==> src/rtl/uob_pkg.sv <==
// Shared types, codes and constants for the obstacle bypass controller.
`timescale 1ns / 1ps

package uob_pkg;

   // Fixed-point layout of ranges and the scaled threshold
   localparam int RANGE_FRAC_BITS = 4;
   localparam int RANGE_W         = 16;
   localparam int THR_CM_W        = 12;
   localparam int THR_W           = THR_CM_W + RANGE_FRAC_BITS;
   localparam int CMP_W           = (THR_W > RANGE_W) ? THR_W : RANGE_W;
   localparam int COUNT_W         = 16;
   localparam int MAG_W           = COUNT_W + 1;
   localparam int TARGET_W        = 15;
   localparam int PHASE_W         = 4;

   // Configuration port
   localparam int CSR_INDEX_W = 2;
   localparam int CSR_DATA_W  = 15;
   localparam logic [CSR_INDEX_W-1:0] CSR_THRESHOLD  = 2'd0;
   localparam logic [CSR_INDEX_W-1:0] CSR_SHIFT_TGT  = 2'd1;
   localparam logic [CSR_INDEX_W-1:0] CSR_FWD_TGT    = 2'd2;

   // Navigation modes
   localparam logic [1:0] MODE_IDLE      = 2'd0;
   localparam logic [1:0] MODE_GOING     = 2'd1;
   localparam logic [1:0] MODE_RETURNING = 2'd2;
   localparam logic [1:0] MODE_OTHER     = 2'd3;

   // Bypass phases
   localparam logic [PHASE_W-1:0] PH_NORMAL      = 4'd0;
   localparam logic [PHASE_W-1:0] PH_CHECK_FRONT = 4'd1;
   localparam logic [PHASE_W-1:0] PH_CHECK_LEFT  = 4'd2;
   localparam logic [PHASE_W-1:0] PH_CHECK_RIGHT = 4'd3;
   localparam logic [PHASE_W-1:0] PH_DECIDE      = 4'd4;
   localparam logic [PHASE_W-1:0] PH_SHIFT_OUT   = 4'd5;
   localparam logic [PHASE_W-1:0] PH_FORWARD     = 4'd6;
   localparam logic [PHASE_W-1:0] PH_SHIFT_BACK  = 4'd7;
   localparam logic [PHASE_W-1:0] PH_ABORT       = 4'd8;

   // Command values
   localparam logic [5:0]        FWD_SPEED   = 6'd50;
   localparam logic signed [6:0] LAT_LEFT    = 7'sd60;
   localparam logic signed [6:0] LAT_RIGHT   = -7'sd60;
   localparam logic [7:0]        ANGLE_RIGHT = 8'd0;
   localparam logic [7:0]        ANGLE_FRONT = 8'd90;
   localparam logic [7:0]        ANGLE_LEFT  = 8'd180;

   typedef struct packed {
      logic [RANGE_W-1:0]        distance_sixteenths;
      logic [1:0]                nav_mode;
      logic signed [COUNT_W-1:0] wheel_count_a;
      logic signed [COUNT_W-1:0] wheel_count_b;
      logic signed [COUNT_W-1:0] wheel_count_c;
      logic signed [COUNT_W-1:0] wheel_count_d;
   } req_item_type;

   typedef struct packed {
      logic              drive_valid;
      logic [5:0]        forward_speed;
      logic signed [6:0] lateral_speed;
      logic              servo_valid;
      logic [7:0]        servo_angle;
      logic              clear_encoders;
      logic              line_follow_hold;
      logic              fully_blocked;
      logic [PHASE_W-1:0] bypass_phase;
   } rsp_item_type;

   typedef struct packed {
      logic [THR_CM_W-1:0] obstacle_threshold_cm;
      logic [TARGET_W-1:0] shift_count_target;
      logic [TARGET_W-1:0] forward_count_target;
   } cfg_type;

endpackage

==> src/rtl/uob_csr.sv <==
// Configuration registers of the obstacle bypass controller.
`timescale 1ns / 1ps

module uob_csr (
   input  logic                           clock,
   input  logic                           reset,
   input  logic                           csr_we,
   input  logic [uob_pkg::CSR_INDEX_W-1:0] csr_index,
   input  logic [uob_pkg::CSR_DATA_W-1:0]  csr_wdata,
   output uob_pkg::cfg_type               cfg
);
   import uob_pkg::*;

   cfg_type cfg_ff;

   // Write the addressed register; unknown indexes are dropped
   always_ff @(posedge clock) begin
      if (reset) begin
         cfg_ff.obstacle_threshold_cm <= THR_CM_W'(40);
         cfg_ff.shift_count_target    <= TARGET_W'(1000);
         cfg_ff.forward_count_target  <= TARGET_W'(4000);
      end else if (csr_we) begin
         case (csr_index)
            CSR_THRESHOLD: cfg_ff.obstacle_threshold_cm <= csr_wdata[THR_CM_W-1:0];
            CSR_SHIFT_TGT: cfg_ff.shift_count_target    <= csr_wdata[TARGET_W-1:0];
            CSR_FWD_TGT:   cfg_ff.forward_count_target  <= csr_wdata[TARGET_W-1:0];
            default: ;
         endcase
      end
   end

   assign cfg = cfg_ff;

endmodule

==> src/rtl/uob_mean.sv <==
// Mean absolute wheel encoder count over the four wheels.
`timescale 1ns / 1ps

module uob_mean (
   input  uob_pkg::req_item_type      item,
   output logic [uob_pkg::MAG_W-1:0]  mean
);
   import uob_pkg::*;

   logic [MAG_W+1:0] sum;

   // Two's complement magnitude, one bit wider so the most negative count fits
   function automatic logic [MAG_W-1:0] magnitude(input logic signed [COUNT_W-1:0] w);
      logic [MAG_W-1:0] ext;
      ext = {w[COUNT_W-1], w};
      magnitude = w[COUNT_W-1] ? (~ext + MAG_W'(1)) : ext;
   endfunction

   // Add the four magnitudes, then divide by four with a shift
   always_comb begin
      sum = (MAG_W+2)'(magnitude(item.wheel_count_a)) +
            (MAG_W+2)'(magnitude(item.wheel_count_b)) +
            (MAG_W+2)'(magnitude(item.wheel_count_c)) +
            (MAG_W+2)'(magnitude(item.wheel_count_d));
      mean = sum[MAG_W+1:2];
   end

endmodule

==> src/rtl/uob_ctrl.sv <==
// Bypass state machine: scan ranges, side choice and per-item commands.
`timescale 1ns / 1ps

module uob_ctrl (
   input  logic                       clock,
   input  logic                       reset,
   input  logic                       advance,
   input  uob_pkg::req_item_type      item,
   input  logic [uob_pkg::MAG_W-1:0]  mean,
   input  uob_pkg::cfg_type           cfg,
   output uob_pkg::rsp_item_type      result
);
   import uob_pkg::*;

   logic [PHASE_W-1:0] phase_ff, phase_in, phase_eff;
   logic [RANGE_W-1:0] front_ff, front_in;
   logic [RANGE_W-1:0] left_ff, left_in;
   logic [RANGE_W-1:0] right_ff, right_in;
   logic               shift_left_ff, shift_left_in;
   logic               hold_ff, hold_in;

   logic [CMP_W-1:0]   thr;
   logic [CMP_W-1:0]   range_now;
   logic [CMP_W-1:0]   front_x, left_x, right_x;
   logic               shift_done, forward_done;

   // Scale threshold to 1/16 cm and line everything up at one width
   always_comb begin
      thr       = CMP_W'({cfg.obstacle_threshold_cm, {RANGE_FRAC_BITS{1'b0}}});
      range_now = CMP_W'(item.distance_sixteenths);
      front_x   = CMP_W'(front_ff);
      left_x    = CMP_W'(left_ff);
      right_x   = CMP_W'(right_ff);
      shift_done   = mean >= MAG_W'(cfg.shift_count_target);
      forward_done = mean >= MAG_W'(cfg.forward_count_target);
   end

   // Next state and result for the item in the input register
   always_comb begin
      result        = '0;
      front_in      = front_ff;
      left_in       = left_ff;
      right_in      = right_ff;
      shift_left_in = shift_left_ff;
      hold_in       = hold_ff;

      // Idle navigation during a bypass forces abort
      phase_eff = (item.nav_mode == MODE_IDLE && phase_ff != PH_NORMAL) ? PH_ABORT : phase_ff;
      phase_in  = phase_eff;

      if (item.nav_mode inside {MODE_GOING, MODE_RETURNING}) begin
         case (phase_eff)
            PH_NORMAL: begin
               if (range_now != '0 && range_now < thr) begin
                  hold_in            = 1'b1;
                  result.drive_valid = 1'b1;
                  result.servo_valid = 1'b1;
                  result.servo_angle = ANGLE_FRONT;
                  phase_in           = PH_CHECK_FRONT;
               end
            end
            PH_CHECK_FRONT: begin
               front_in           = item.distance_sixteenths;
               result.servo_valid = 1'b1;
               result.servo_angle = ANGLE_RIGHT;
               phase_in           = PH_CHECK_LEFT;
            end
            PH_CHECK_LEFT: begin
               left_in            = item.distance_sixteenths;
               result.servo_valid = 1'b1;
               result.servo_angle = ANGLE_LEFT;
               phase_in           = PH_CHECK_RIGHT;
            end
            PH_CHECK_RIGHT: begin
               right_in           = item.distance_sixteenths;
               result.servo_valid = 1'b1;
               result.servo_angle = ANGLE_FRONT;
               phase_in           = PH_DECIDE;
            end
            PH_DECIDE: begin
               result.drive_valid = 1'b1;
               if (front_x < thr && left_x < thr && right_x < thr) begin
                  result.fully_blocked = 1'b1;
                  hold_in              = 1'b0;
                  phase_in             = PH_NORMAL;
               end else begin
                  result.clear_encoders = 1'b1;
                  if (left_x > right_x && left_x > thr) begin
                     shift_left_in        = 1'b1;
                     result.lateral_speed = LAT_LEFT;
                  end else begin
                     shift_left_in        = 1'b0;
                     result.lateral_speed = LAT_RIGHT;
                  end
                  phase_in = PH_SHIFT_OUT;
               end
            end
            PH_SHIFT_OUT: begin
               if (shift_done) begin
                  result.drive_valid    = 1'b1;
                  result.clear_encoders = 1'b1;
                  result.forward_speed  = FWD_SPEED;
                  phase_in              = PH_FORWARD;
               end
            end
            PH_FORWARD: begin
               if (forward_done) begin
                  result.drive_valid    = 1'b1;
                  result.clear_encoders = 1'b1;
                  result.lateral_speed  = shift_left_ff ? LAT_RIGHT : LAT_LEFT;
                  phase_in              = PH_SHIFT_BACK;
               end
            end
            PH_SHIFT_BACK: begin
               if (shift_done) begin
                  result.drive_valid = 1'b1;
                  front_in           = '0;
                  left_in            = '0;
                  right_in           = '0;
                  hold_in            = 1'b0;
                  phase_in           = PH_NORMAL;
               end
            end
            default: begin
               // Abort and unused codes: stop, recenter servo, release drive
               result.drive_valid = 1'b1;
               result.servo_valid = 1'b1;
               result.servo_angle = ANGLE_FRONT;
               front_in           = '0;
               left_in            = '0;
               right_in           = '0;
               hold_in            = 1'b0;
               phase_in           = PH_NORMAL;
            end
         endcase
      end

      result.line_follow_hold = hold_in;
      result.bypass_phase     = phase_in;
   end

   // Control state
   always_ff @(posedge clock) begin
      if (reset) begin
         phase_ff      <= PH_NORMAL;
         shift_left_ff <= 1'b0;
         hold_ff       <= 1'b0;
         front_ff      <= '0;
         left_ff       <= '0;
         right_ff      <= '0;
      end else if (advance) begin
         phase_ff      <= phase_in;
         shift_left_ff <= shift_left_in;
         hold_ff       <= hold_in;
         front_ff      <= front_in;
         left_ff       <= left_in;
         right_ff      <= right_in;
      end
   end

endmodule

==> src/rtl/ultrasonic_obstacle_bypass_fsm_core.sv <==
// Top level of the ultrasonic obstacle bypass controller.
`timescale 1ns / 1ps

// Obstacle bypass controller: one request item (range, navigation mode, four
// wheel counts) in, exactly one response item out. An accepted item sits in
// the input register, where the state machine and the encoder mean evaluate
// it, and its response is captured in the output register when the item
// advances; a new item is taken every cycle as long as the output side keeps
// draining; a stalled response holds the input register, which then holds the
// request side. Configuration writes apply at once and are meant to be issued
// only while no item is in flight.
module ultrasonic_obstacle_bypass_fsm_core (
   input  logic                            clock,
   input  logic                            reset,
   input  logic                            req_valid,
   output logic                            req_ready,
   input  uob_pkg::req_item_type           req_data,
   output logic                            rsp_valid,
   input  logic                            rsp_ready,
   output uob_pkg::rsp_item_type           rsp_data,
   input  logic                            csr_we,
   input  logic [uob_pkg::CSR_INDEX_W-1:0] csr_index,
   input  logic [uob_pkg::CSR_DATA_W-1:0]  csr_wdata
);
   import uob_pkg::*;

   logic          in_valid_ff;
   req_item_type  in_item_ff;
   logic          out_valid_ff;
   rsp_item_type  out_item_ff;
   logic          advance;
   cfg_type       cfg;
   logic [MAG_W-1:0] mean;
   rsp_item_type  step_result;

   uob_csr u_csr (
      .clock     (clock),
      .reset     (reset),
      .csr_we    (csr_we),
      .csr_index (csr_index),
      .csr_wdata (csr_wdata),
      .cfg       (cfg)
   );

   uob_mean u_mean (
      .item (in_item_ff),
      .mean (mean)
   );

   uob_ctrl u_ctrl (
      .clock   (clock),
      .reset   (reset),
      .advance (advance),
      .item    (in_item_ff),
      .mean    (mean),
      .cfg     (cfg),
      .result  (step_result)
   );

   // Move the item forward when the output register is free or draining
   assign advance   = in_valid_ff && (!out_valid_ff || rsp_ready);
   assign req_ready = !in_valid_ff || advance;

   // Input register
   always_ff @(posedge clock) begin
      if (reset) begin
         in_valid_ff <= 1'b0;
      end else if (req_ready) begin
         in_valid_ff <= req_valid;
      end
   end

   always_ff @(posedge clock) begin
      if (req_valid && req_ready) begin
         in_item_ff <= req_data;
      end
   end

   // Output register
   always_ff @(posedge clock) begin
      if (reset) begin
         out_valid_ff <= 1'b0;
      end else if (advance) begin
         out_valid_ff <= 1'b1;
      end else if (rsp_ready) begin
         out_valid_ff <= 1'b0;
      end
   end

   always_ff @(posedge clock) begin
      if (advance) begin
         out_item_ff <= step_result;
      end
   end

   assign rsp_valid = out_valid_ff;
   assign rsp_data  = out_item_ff;

endmodule

==> config.mk <==
export PLATFORM = sky130hd
export DESIGN_NAME = ultrasonic_obstacle_bypass_fsm_core
export DESIGN_NICKNAME = d
export VERILOG_FILES = /design/src/rtl/uob_pkg.sv /design/src/rtl/uob_csr.sv /design/src/rtl/uob_mean.sv /design/src/rtl/uob_ctrl.sv /design/src/rtl/ultrasonic_obstacle_bypass_fsm_core.sv
export SDC_FILE = /design/constraint.sdc
export NUM_CORES = 1
export LEC_CHECK = 0
export ABC_AREA = 1
export BUFFER_PORTS_ARGS = -buffer_cell sky130_fd_sc_hd__buf_2
export CAP_MARGIN = 10
export CORE_ASPECT_RATIO = 0.9
export CORE_UTILIZATION = 59
export CTS_CLUSTER_DIAMETER = 50
export CTS_CLUSTER_SIZE = 30
export DETAILED_ROUTE_END_ITERATION = 6
export PLACE_DENSITY = 0.79
export SLEW_MARGIN = 30
export SYNTH_ARGS = -nofsm -noshare
export SYNTH_HDL_FRONTEND = slang
export SYNTH_SLANG_ARGS = --single-unit
==> constraint.sdc <==
create_clock -name clock -period 8.67 [get_ports clock]
set_clock_uncertainty 0.05 [all_clocks]
set_input_delay 0.867 -clock clock [delete_from_list [all_inputs] [get_ports clock]]
set_output_delay 0.867 -clock clock [all_outputs]
set_load 0.02 [all_outputs]
# Word level (Yosys, flattened, before mapping)
# Index checks and enable logic that the tools add are counted.
[totals] wordCells=133 in_bits=104 ff_bits=210
[classes] n_bitwise=8 magnitude_cmp=8 n_mux=39 addsub=7 n_eq_ne=12 n_reduce_logical=33
[ops] op="one-hot mux 16 bit (3 select lines)" n=3
[ops] op="adder 17 x 1 -> 17 bit, second input constant" n=4
[ops] op="two-way mux 17 bit" n=4
[ops] op="inverter 17 bit" n=4
[ops] op="less-than comparator 16 bit" n=4
[ops] op="adder 19 x 17 -> 19 bit" n=2
[ops] op="one-hot mux 9 bit (4 select lines)" n=1
[ops] op="two-way mux 7 bit" n=5
[ops] op="greater-or-equal comparator 17 x 15 -> 1 bit" n=2
[ops] op="greater-than comparator 16 bit" n=2
[ops] op="one-hot mux 4 bit (8 select lines)" n=1
[ops] op="two-way mux 4 bit" n=6
[ops] op="adder 17 x 17 -> 18 bit" n=1
[ops] op="OR reduction 6 bit" n=3
[ops] op="== test 4 x 3 -> 1 bit, second input constant" n=4
[ops] op="two-way mux 16 bit" n=1
[ops] op="AND reduction 4 bit" n=4
[ops] op="nonzero test 16 bit" n=1
[ops] op="one-hot mux 7 bit (2 select lines)" n=1
[ops] op="two-way mux 1 bit" n=12
[ops] op="AND reduction 2 bit" n=5
[ops] op="two-way mux 9 bit" n=1
[ops] op="== test 4 x 2 -> 1 bit, second input constant" n=2
[ops] op="logical AND 1 bit" n=7
[ops] op="18 further kinds" n=27

# Logic depth before layout (Yosys ltp)
# Gate-level depths: netlist of run 1.
[depth] ltp_word=10 ltp_mapped=44

# Modules after synthesis
# Synthesis of run 1 repeated with hierarchy kept, for this count alone.
[unflattened] hier_cells=1721 area_unflattened_um2=13663.1
[modules_own_cells] mod="uob_ctrl" seq_area_each_um2=1001.0 n_inst=1 area_each_um2=5049.8 cells_per_inst=754
[modules_own_cells] mod="ultrasonic_obstacle_bypass_fsm_core" seq_area_each_um2=3403.3 n_inst=1 area_each_um2=3454.6 cells_per_inst=124
[modules_own_cells] mod="uob_mean" seq_area_each_um2=0.0 n_inst=1 area_each_um2=3439.5 cells_per_inst=596
[modules_own_cells] mod="uob_csr" seq_area_each_um2=840.8 n_inst=1 area_each_um2=1719.1 cells_per_inst=247

# Worst setup path after synthesis of run 1
# OpenSTA, ideal clock, no wires.
[synth_path] kind="reg-to-reg" start="reg in_item_ff[35] (netlist bit)" end="reg u_ctrl.front_ff[15]" arrival_ns=5.355 path_stages_with_launch=38 n_path_buf=1 path_slack_ns=3.151 cell_sequence="edfxtp_1 nor2_1 inv_1 nor4_1 inv_1 nor3_1 nor2_1 xor2_1 ha_1 nand2_1 nor2_1 and3_1 a211oi_1 xor2_1 fa_1 inv_1 ha_1 nand2_1 [2 not listed] nand2_1 a31oi_1 o21bai_1 xor2_1 ha_1 a21oi_1 nor2_1 a211oi_1 nand2_1 nand2_1 nand4_4 nand2_2 inv_2 nand3_4 buf_6 nand2_1 nand2_1 nor2_1"
[synth_between] elab_chain_len=9
[synth_lines] element="start: declaration" line="ultrasonic_obstacle_bypass_fsm_core.sv:28" rtl="req_item_type in_item_ff;"
[synth_lines] element="start signal: assignment" line="ultrasonic_obstacle_bypass_fsm_core.sv:75" rtl="in_item_ff <= req_data;"
[synth_lines] element="inverter 17 bit" line="uob_mean.sv:16" rtl="magnitude = w[COUNT_W-1] ? (~ext + MAG_W'(1)) : ext;"
[synth_lines] element="adder 17 x 1 -> 17 bit" line="uob_mean.sv:16"
[synth_lines] element="two-way mux 17 bit *" line="uob_mean.sv:16"
[synth_lines] element="adder 17 x 17 -> 18 bit *" line="uob_mean.sv:21" rtl="sum = (MAG_W+2)'(magnitude(item.wheel_count_a)) +"
[synth_lines] element="adder 19 x 17 -> 19 bit *" line="uob_mean.sv:22" rtl="(MAG_W+2)'(magnitude(item.wheel_count_b)) +"
[synth_lines] element="adder 19 x 17 -> 19 bit *" line="uob_mean.sv:23" rtl="(MAG_W+2)'(magnitude(item.wheel_count_c)) +"
[synth_lines] element="greater-or-equal comparator 17 x 15 -> 1 bit *" line="uob_ctrl.sv:34" rtl="shift_done = mean >= MAG_W'(cfg.shift_count_target);"
[synth_lines] element="!= test 2 x 1 -> 1 bit (no source line) *"
[synth_lines] element="AND reduction 4 bit (no source line) *"
[synth_lines] element="end signal: assignment" line="uob_ctrl.sv:155" rtl="front_ff <= front_in;"
[synth_lines] element="end: declaration" line="uob_ctrl.sv:16" rtl="logic [RANGE_W-1:0] front_ff, front_in;"
# Every way passes the cells marked *; elsewhere a longest branch is shown, timed or not.
# A chain may end at the register's enable or synchronous reset.

# Worst setup path after layout of run 1
[layout_path] start="reg in_item_ff[35] (netlist bit)" end="reg u_ctrl.right_ff[7]"
[layout_between] elab_chain_len=9
[layout_lines] element="inverter 17 bit" line="uob_mean.sv:16"
[layout_lines] element="adder 17 x 1 -> 17 bit" line="uob_mean.sv:16"
[layout_lines] element="two-way mux 17 bit *" line="uob_mean.sv:16"
[layout_lines] element="adder 17 x 17 -> 18 bit *" line="uob_mean.sv:21"
[layout_lines] element="adder 19 x 17 -> 19 bit *" line="uob_mean.sv:22"
[layout_lines] element="adder 19 x 17 -> 19 bit *" line="uob_mean.sv:23"
[layout_lines] element="greater-or-equal comparator 17 x 15 -> 1 bit *" line="uob_ctrl.sv:34"
[layout_lines] element="!= test 2 x 1 -> 1 bit (no source line) *"
[layout_lines] element="AND reduction 4 bit (no source line) *"
[layout_lines] element="end signal: assignment" line="uob_ctrl.sv:157" rtl="right_ff <= right_in;"
[layout_lines] element="end: declaration" line="uob_ctrl.sv:18" rtl="logic [RANGE_W-1:0] right_ff, right_in;"
# Marks and branches as above.

==> reports/qor.yml, run 1 <==
outcome:
  status: "finished, violations left"
  violations: "design-rule violations"
synth:
  synth_area_sq_mm: 0.01259
  synth_cell_types: 43
  synth_edf_count: 98
  syn_inst: 1556
  ys_ff_latch: 192
  async_flop_share_pct: 0
  ys_seq_area_share_pct: 38.32
  yosys_warnings: 0
  yosys_most_used_dff: "edfxtp_1"
  syn_area_per_cell_sq_um: 8.091
worst_setup_path:
  cp-end-kind: "register"
  cpMostUsedCell: "nand2_1"
  critPathArrivalTime_ps: 6980
  slowest_stage: "a21oi_4"
  crit_type: "reg2reg"
  critPathLaunchType: "register"
  slowest_delay_ps: 610
  critPathRequiredTime_ps: 8930
  cp_max_fo: 32
floorplan:
  core_area_sq_mm: 0.02083
  die_w_um: 156.0
  rows: 50
  start_util_pct: 60.43
  die-area_sq_mm: 0.02193
  io_pins: 136
  die_y_um: 140.6
grt:
  grt_overflow: 0
  grt_pass1_wl_mm: 46.65
  grtUsageTotal_pct: 26.95
  grt_pass1_vias: 9978
  antenna_found_initial: 0
  grt_max_degree: 73
sta:
  tns_ps: 0
  rsz0062_at_grt: "false"
  maxSlewViolCount: 0
  slew_headroom_pct: 32.69
  fmax_mhz: 148.9
  worstMarginPinSlew_ps: 1009
  hold_violations: 0
  setup_violations: 0
  holdWs_ps: 412.1
  finalCritPeriodShare_pct: 77.48
  fin_crit_ps: 6718
drt:
  wl_per_cell_um: 14.43
  vias_per_cell: 5.301
  drc: 7
  detail-route-antenna-nets: 0
  vias: 10440
  dr.pass1.iters: 7
  wl_mm: 28.41
  drt_iter0_markers: 727
layout:
  diodes: 0
  final_cell_mix: "nand2_1, inv_1, a21oi_1, nor2_1, ha_1"
  fillers: 1682
  final_common_cell: "nand2_1"
  area_growth_pct: 10.72
  fin_nets: 1922
  layout-drive-gt1-share_pct: 11.23
job:
  drv_cap: 0
cts:
  cts_htree_levels: 4
  cts.reportedPaths.clkPinSlew_ps: 70
  cts_tree: "yes"
  cts-buffers-inserted: 17
  cts_hold_buffers: 0
  clock_sinks: 192
  ctsResizeCount: 0
  clkLatencyLatePin_ps: 440
  cts_root_buffer: "clkbuf_16"
  cts_buffer_depth: 2
  postCtsSetupBuffers: 0
power:
  p_leak_uw: 0.006661
  comb_power_share_pct: 48.2
  irDropWorstVdd_mv: 0.1498
  switching_power_uw: 1443
  p_per_area_mw_per_mm2: 249.0
  internal_power_uw: 2028
  p_clk_share_pct: 21.8
  p_sw_share_pct: 41.57
  pwr-share-seq_pct: 30.0
placement:
  routabilityCongestion: 0.9269
  io_buffers: 129
  post-dp-hpwl_mm: 21.89
hold_path:
  hold_path.class: "reg2reg"
registers in the layout (all words and copies together), names as in the netlist:
signal	count
u_csr.cfg	42
u_ctrl.front_ff	12
u_ctrl.right_ff	16
in_item_ff	82
rsp_data	16
rsp_valid	1
in_valid_ff	1
u_ctrl.shift_left_ff	1
u_ctrl.phase_ff	4
u_ctrl.left_ff	16
u_ctrl.hold_ff	1
critical path, delay by kind of cell, from the launching register on:
family,cells,cell delay (ps)
xor gates and xnor gates,3,590
DFF,1,430
AOI/OAI and AO/OA,7,1660
and+or+nand+nor,17,2000
adders and majority gates,4,1600
buffers and inverters,4,270
synth_stat cells, types with 2 or more instances:
cell / number / area share (%)
edfxtp_1: 98 / 23
buf_4: 18 / 1.1
nor2_2: 3 / 0.15
buf_6: 4 / 0.36
nand2_2: 5 / 0.25
nor4_1: 12 / 0.60
o211ai_1: 22 / 1.3
nand3_1: 34 / 1.4
o21ai_1: 17 / 0.68
or3_1: 2 / 0.099
inv_2: 9 / 0.27
a21oi_1: 141 / 5.6
ha_1: 130 / 13
a21o_1: 2 / 0.12
conb_1: 2 / 0.060
dfxtp_1: 94 / 15
xnor2_1: 29 / 2.0
clkbuf_1: 23 / 0.69
a21boi_0: 2 / 0.12
o21a_1: 3 / 0.18
nand2_1: 311 / 9.3
fa_1: 18 / 2.9
nor2_4: 4 / 0.36
nor2_1: 140 / 4.2
clkinv_1: 4 / 0.12
a31oi_1: 8 / 0.40
inv_1: 245 / 7.3
a211oi_1: 5 / 0.30
o21bai_1: 6 / 0.36
nand4_1: 13 / 0.65
nand3_4: 2 / 0.28
o31ai_1: 4 / 0.24
nand3b_1: 3 / 0.18
o21ai_0: 62 / 2.5
xor2_1: 47 / 3.3
and3_1: 2 / 0.099
nor3_1: 26 / 1.0
per-stage QoR:
stage / std cells / power (uW) / instance area (sq um) / setup slack, ps / util [%]
floorplan: 1564 / 2349 / 12620 / 3151 / -
global placement: 1937 / 2656 / 13380 / 2037 / 64.23
detailed placement: 1937 / 2712 / 13390 / 2040 / 64.26
CTS: 1969 / 3474 / 13940 / 2036 / 66.91
global route: 1969 / 3773 / 13940 / 1385 / 66.91
finish: 1969 / 3470 / 13940 / 1952 / 66.91
kinds of logic (layout without fill, tap and decap cells):
logic type | after synthesis | count (layout) | synth area share (%)
buffers and inverters | 303 | 422 | 9.809
other | 2 | 10 | 0.05965
adder cells (fa/ha/maj) | 148 | 148 | 15.78
XOR/XNOR | 76 | 76 | 5.287
AND/OR/NAND/NOR | 560 | 560 | 18.76
AO/OA/AOI/OAI | 275 | 275 | 11.98
flip-flops | 192 | 192 | 38.32
area by class of cell:
| class | instances | area, sq um | area share [%] |
|---|---|---|---|
| clock buffers | 18 | 429.2 | 3.079 |
| clock inverters | 14 | 122.6 | 0.8796 |
| inverters | 258 | 969.7 | 6.956 |
| multi-input cells | 1069 | 6568 | 47.11 |
| flip-flops and latches | 192 | 4825 | 34.61 |
| well taps | 286 | 357.8 | 2.567 |
| repair buffers | 132 | 668.1 | 4.793 |
power by group through the flow:
stage	Combinational, uW	Sequential [uW]	Clock, uW
after global placement	1600	1060	0
final	1670	1040	757
after detailed placement	1650	1060	0
after global routing	1930	1050	800
after floorplan	1290	1060	0
after CTS	1670	1040	766
worst paths after layout:
| path | startpoint | endpoint | slack (ps) | depth (start not counted) |
|---|---|---|---|---|
| worst min-delay path | u_csr.cfg[17] | u_csr.cfg[17] | 410 | 2 |
| worst max register to register | in_item_ff[35] | u_ctrl.right_ff[7] | 1950 | 35 |
| worst max-delay path | in_item_ff[35] | u_ctrl.right_ff[7] | 1950 | 35 |
| worst min register to register | u_csr.cfg[17] | u_csr.cfg[17] | 410 | 2 |
per-layer routing:
layer / up-vias / track usage (%) / routed length [um]
met3: 68 / 4.304 / 1388
met5: - / 0 / 0
met2: 290 / 47.91 / 13950
met4: 0 / 9.649 / 828
li1: 5300 / - / -
met1: 4780 / 32.91 / 12240
No activity file was read; power rests on OpenSTA's default activity.
==> run 2, diff against run 1 <==
--- a/config.mk
+++ b/config.mk
@@ -5,15 +5,15 @@
 export SDC_FILE = /design/constraint.sdc
 export NUM_CORES = 1
 export LEC_CHECK = 0
-export ABC_AREA = 1
+export ABC_AREA = 0
 export BUFFER_PORTS_ARGS = -buffer_cell sky130_fd_sc_hd__buf_2
 export CAP_MARGIN = 10
 export CORE_ASPECT_RATIO = 0.9
-export CORE_UTILIZATION = 59
+export CORE_UTILIZATION = 54
 export CTS_CLUSTER_DIAMETER = 50
 export CTS_CLUSTER_SIZE = 30
 export DETAILED_ROUTE_END_ITERATION = 6
-export PLACE_DENSITY = 0.79
+export PLACE_DENSITY = 0.76
 export SLEW_MARGIN = 30
 export SYNTH_ARGS = -nofsm -noshare
 export SYNTH_HDL_FRONTEND = slang
==> constraint.sdc (replaced) <==
create_clock -name clock -period 5.78 [get_ports clock]
set_clock_uncertainty 0.05 [all_clocks]
set_input_delay 0.578 -clock clock [delete_from_list [all_inputs] [get_ports clock]]
set_output_delay 0.578 -clock clock [all_outputs]
set_load 0.02 [all_outputs]
==> run 2 against run 1 <==
Against the previous run:
- the run ends with negative setup slack left
- design area increased by 16%
- largest cell class unchanged
- first-iteration DRC count rose by 32%
- critical endpoint is now u_ctrl.front_ff[8]
- worst setup slack got worse by 2800 ps
- critical path type unchanged
==> reports/qor.yml, run 2 <==
outcome:
  status: "finished, violations left"
  violations: "negative setup slack"
layout:
  final_cell_mix: "nand2_1, buf_4, buf_2, ha_1, inv_1"
  layout-drive-gt1-share_pct: 32.25  # +21 points
  regMostFlops: "in_item_ff"
  largest_reg_flops: 82  # unchanged
  fin_nets: 1836  # -4.5%
  area_growth_pct: 30.51
  finalInstanceArea_sq_mm: 0.01613  # +16%
  final_common_cell: "nand2_1"
  fin_util_pct: 71.85  # +4.9 points
synth:
  yosysMostFrequentCell: "nand2_1"
  ys_ff_latch: 192  # unchanged
  ys_seq_area_share_pct: 39.04  # +0.72 points
  yosys_warnings: 0  # unchanged
  syn_inst: 1317  # -15%
  syn_area_per_cell_sq_um: 9.383  # +16%
  synth_cell_types: 78  # +81%
  synth_edf_count: 98  # unchanged
  async_flop_share_pct: 0  # unchanged
  synthTopCellsByCount: "nand2_1, ha_1, a21oi_1"
  yosysTopAreaCell: "edfxtp_1"
  yosys_most_used_dff: "edfxtp_1"
  synth_area_sq_mm: 0.01236  # -1.8%
  yosys.area.top_type_share_pct: 23.82  # +0.44 points
  synth.area.top_cells: "edfxtp_1, dfxtp_1, ha_1"
grt:
  grt_pass1_vias: 10900  # +9.3%
  grtUsageTotal_pct: 29.16  # +2.2 points
  grt_max_degree: 96  # +32%
  antenna_found_initial: 3  # +3
  grt_pass1_wl_mm: 54.43  # +17%
  grt_overflow: 0  # unchanged
floorplan:
  start_util_pct: 55.05  # -5.4 points
  rows: 52  # +4.0%
  io_pins: 136  # unchanged
  die-area_sq_mm: 0.02349  # +7.1%
  core_area_sq_mm: 0.02245  # +7.7%
  die_w_um: 161.5  # +3.5%
  die_y_um: 145.5  # +3.5%
cts:
  cts_root_buffer: "clkbuf_16"
  cts_htree_levels: 4  # unchanged
  clock_sinks: 192  # unchanged
  cts_hold_buffers: 0  # unchanged
  cts_tree: "yes"
  clkLatencyLatePin_ps: 450  # about the same
  cts.reportedPaths.clkPinSlew_ps: 90  # +20 ps
  cts_buffer_depth: 2  # unchanged
  cts-buffers-inserted: 17  # unchanged
placement:
  io_buffers: 129  # unchanged
  post-dp-hpwl_mm: 23.50  # +7.4%
  routabilityCongestion: 0.9180  # -0.96%
  placed_area_sq_mm: 0.01426  # +6.6%
sta:
  hold_violations: 0  # unchanged
  worstMarginPinSlew_ps: 896.9  # -111.7 ps
  fin_ws_ps: -869.9  # -2822 ps
  finalCritPeriodShare_pct: 115.1  # +38 points
  fin_crit_ps: 6650  # -67.97 ps
  fmax_mhz: 150.4  # +1.0%
  slew_headroom_pct: 40.21  # +7.5 points
  rsz0062_at_grt: "true"
  maxSlewViolCount: 0  # unchanged
  holdWs_ps: 240.2  # -171.8 ps
  setup_violations: 58  # +58
worst_setup_path:
  critPathLaunchType: "register"
  slowest_delay_ps: 500  # -110 ps
  cp-end-kind: "register"
  r2r_end: "u_ctrl.front_ff[8]"
  cpMostUsedCell: "o21ai_2"
  cp_max_fo: 6  # -81%
  slowest_stage: "fa_1"
  crit_type: "reg2reg"
  r2r_cells: 33  # -5.7%
  timing.rr.start: "in_item_ff[32]"
  critPathArrivalTime_ps: 6970  # about the same
  critPathRequiredTime_ps: 6100  # -2830 ps
  reg2reg_slack_ps: -870  # -2820 ps
power:
  p_leak_uw: 0.006738  # +1.2%
  power_uw: 6603  # +90%
  p_per_area_mw_per_mm2: 409.4  # +64%
  switching_power_uw: 2574  # +78%
  internal_power_uw: 4029  # +99%
  p_clk_share_pct: 19.0  # -2.8 points
  comb_power_share_pct: 57.7  # +9.5 points
  irDropWorstVdd_mv: 0.3250  # +120%
  p_sw_share_pct: 38.99  # -2.6 points
  pwr-share-seq_pct: 23.3  # -6.7 points
drt:
  vias_per_cell: 5.909  # +11%
  detail-route-antenna-nets: 0  # unchanged
  drc: 0  # -7
  drt_iter0_markers: 962  # +32%
  dr.pass1.iters: 5  # -2
  wl_mm: 35.24  # +24%
  vias: 11210  # +7.4%
  wl_per_cell_um: 18.58  # +29%
job:
  drv_cap: 0  # unchanged
hold_path:
  hold_path.class: "in2reg"
  hp-start: "req_data[70]"
  hold_depth: 1  # -1
  whs_endpoint: "in_item_ff[70]"
run 2: cell count changes in the layout (fill, tap and decap cells not counted), moves of 19 or more:
| cell | change |
|---|---|
| a21oi_2 | +23 |
| inv_1 | -143 |
| nand2_1 | -149 |
| o211ai_1 | -19 |
| nor2_1 | -92 |
| buf_4 | +150 |
| a21o_1 | +25 |
| nand3_1 | -19 |
| o21ai_0 | -24 |
| a21oi_1 | -41 |
run 2: logic make-up after synthesis:
kind of cell	count (synthesis)	share of synthesized area, %
compound gates	337	18.20
buf+inv	170	6.055
flops	192	39.04
other cells	2	0.06078
xor+xnor	77	5.458
fa+ha+maj	148	16.08
simple gates	391	15.11
run 2: worst max path at each step:
| stage | from | cells after the start | endpoint |
|---|---|---|---|
| floorplan | in_item_ff[32] | 33 | u_ctrl.right_ff[15] |
| global placement | in_item_ff[33] | 29 | u_ctrl.phase_ff[1] |
| detailed placement | in_item_ff[32] | 30 | u_ctrl.right_ff[1] |
| CTS | in_item_ff[32] | 33 | u_ctrl.front_ff[14] |
| global route | in_item_ff[52] | 31 | u_ctrl.front_ff[8] |
| finish | in_item_ff[32] | 33 | u_ctrl.front_ff[8] |
run 2: power by group through the flow:
stage	clock, uW	sequential [uW]	combinational (uW)
2_1_floorplan	0	1560	1810
3_3_place_gp	0	1560	2800
3_5_place_dp	0	1560	2900
4_1_cts	1260	1530	3500
5_1_grt	1310	1540	4120
6_report	1260	1540	3810
run 2: critical path: cells and delay by family, from the launching register on:
family | cells | cell delay, ps
compound gates | 16 | 2870
fa+ha+maj | 5 | 1490
xor+xnor | 3 | 390
flops | 1 | 420
buf+inv | 5 | 630
simple gates | 4 | 710
run 2: per-stage QoR:
stage	setup WS [ps]	TNS, ps	std cells
finish	-869.9	-42570	1897
detailed placement	-1035	-55780	1828
global placement	-784.1	-42980	1828
CTS	-695.8	-34590	1887
global route	-1072	-55200	1897
floorplan	-604.8	-30030	1325
run 2: what timing repair did:
action	CTS	global route
cloned	4	0
buffers inserted	23	11
pin swaps	61	54
gates resized for setup	120	70
setup endpoints to repair	58	58
run 2: routing by layer:
layer	routed length, um	GRT usage, %	up-vias	part of all wire (%)
li1	-	-	5241	-
met1	15160	39.19	5362	43
met2	16310	46.62	525	46
met3	2808	6.355	81	8.0
met4	964	9.717	0	2.7
met5	0	0	-	0
run 2: cell type report:
cell class / instances / area [sq um]
clock inverter: 14 / 187.7
timing repair buffer: 300 / 2077
multi-input combinational: 964 / 7810
inverter: 109 / 409.1
clock buffer: 18 / 439.2
tap: 297 / 371.6
fill: 1575 / 6320
antenna: 3 / 7.507
sequential: 192 / 4825
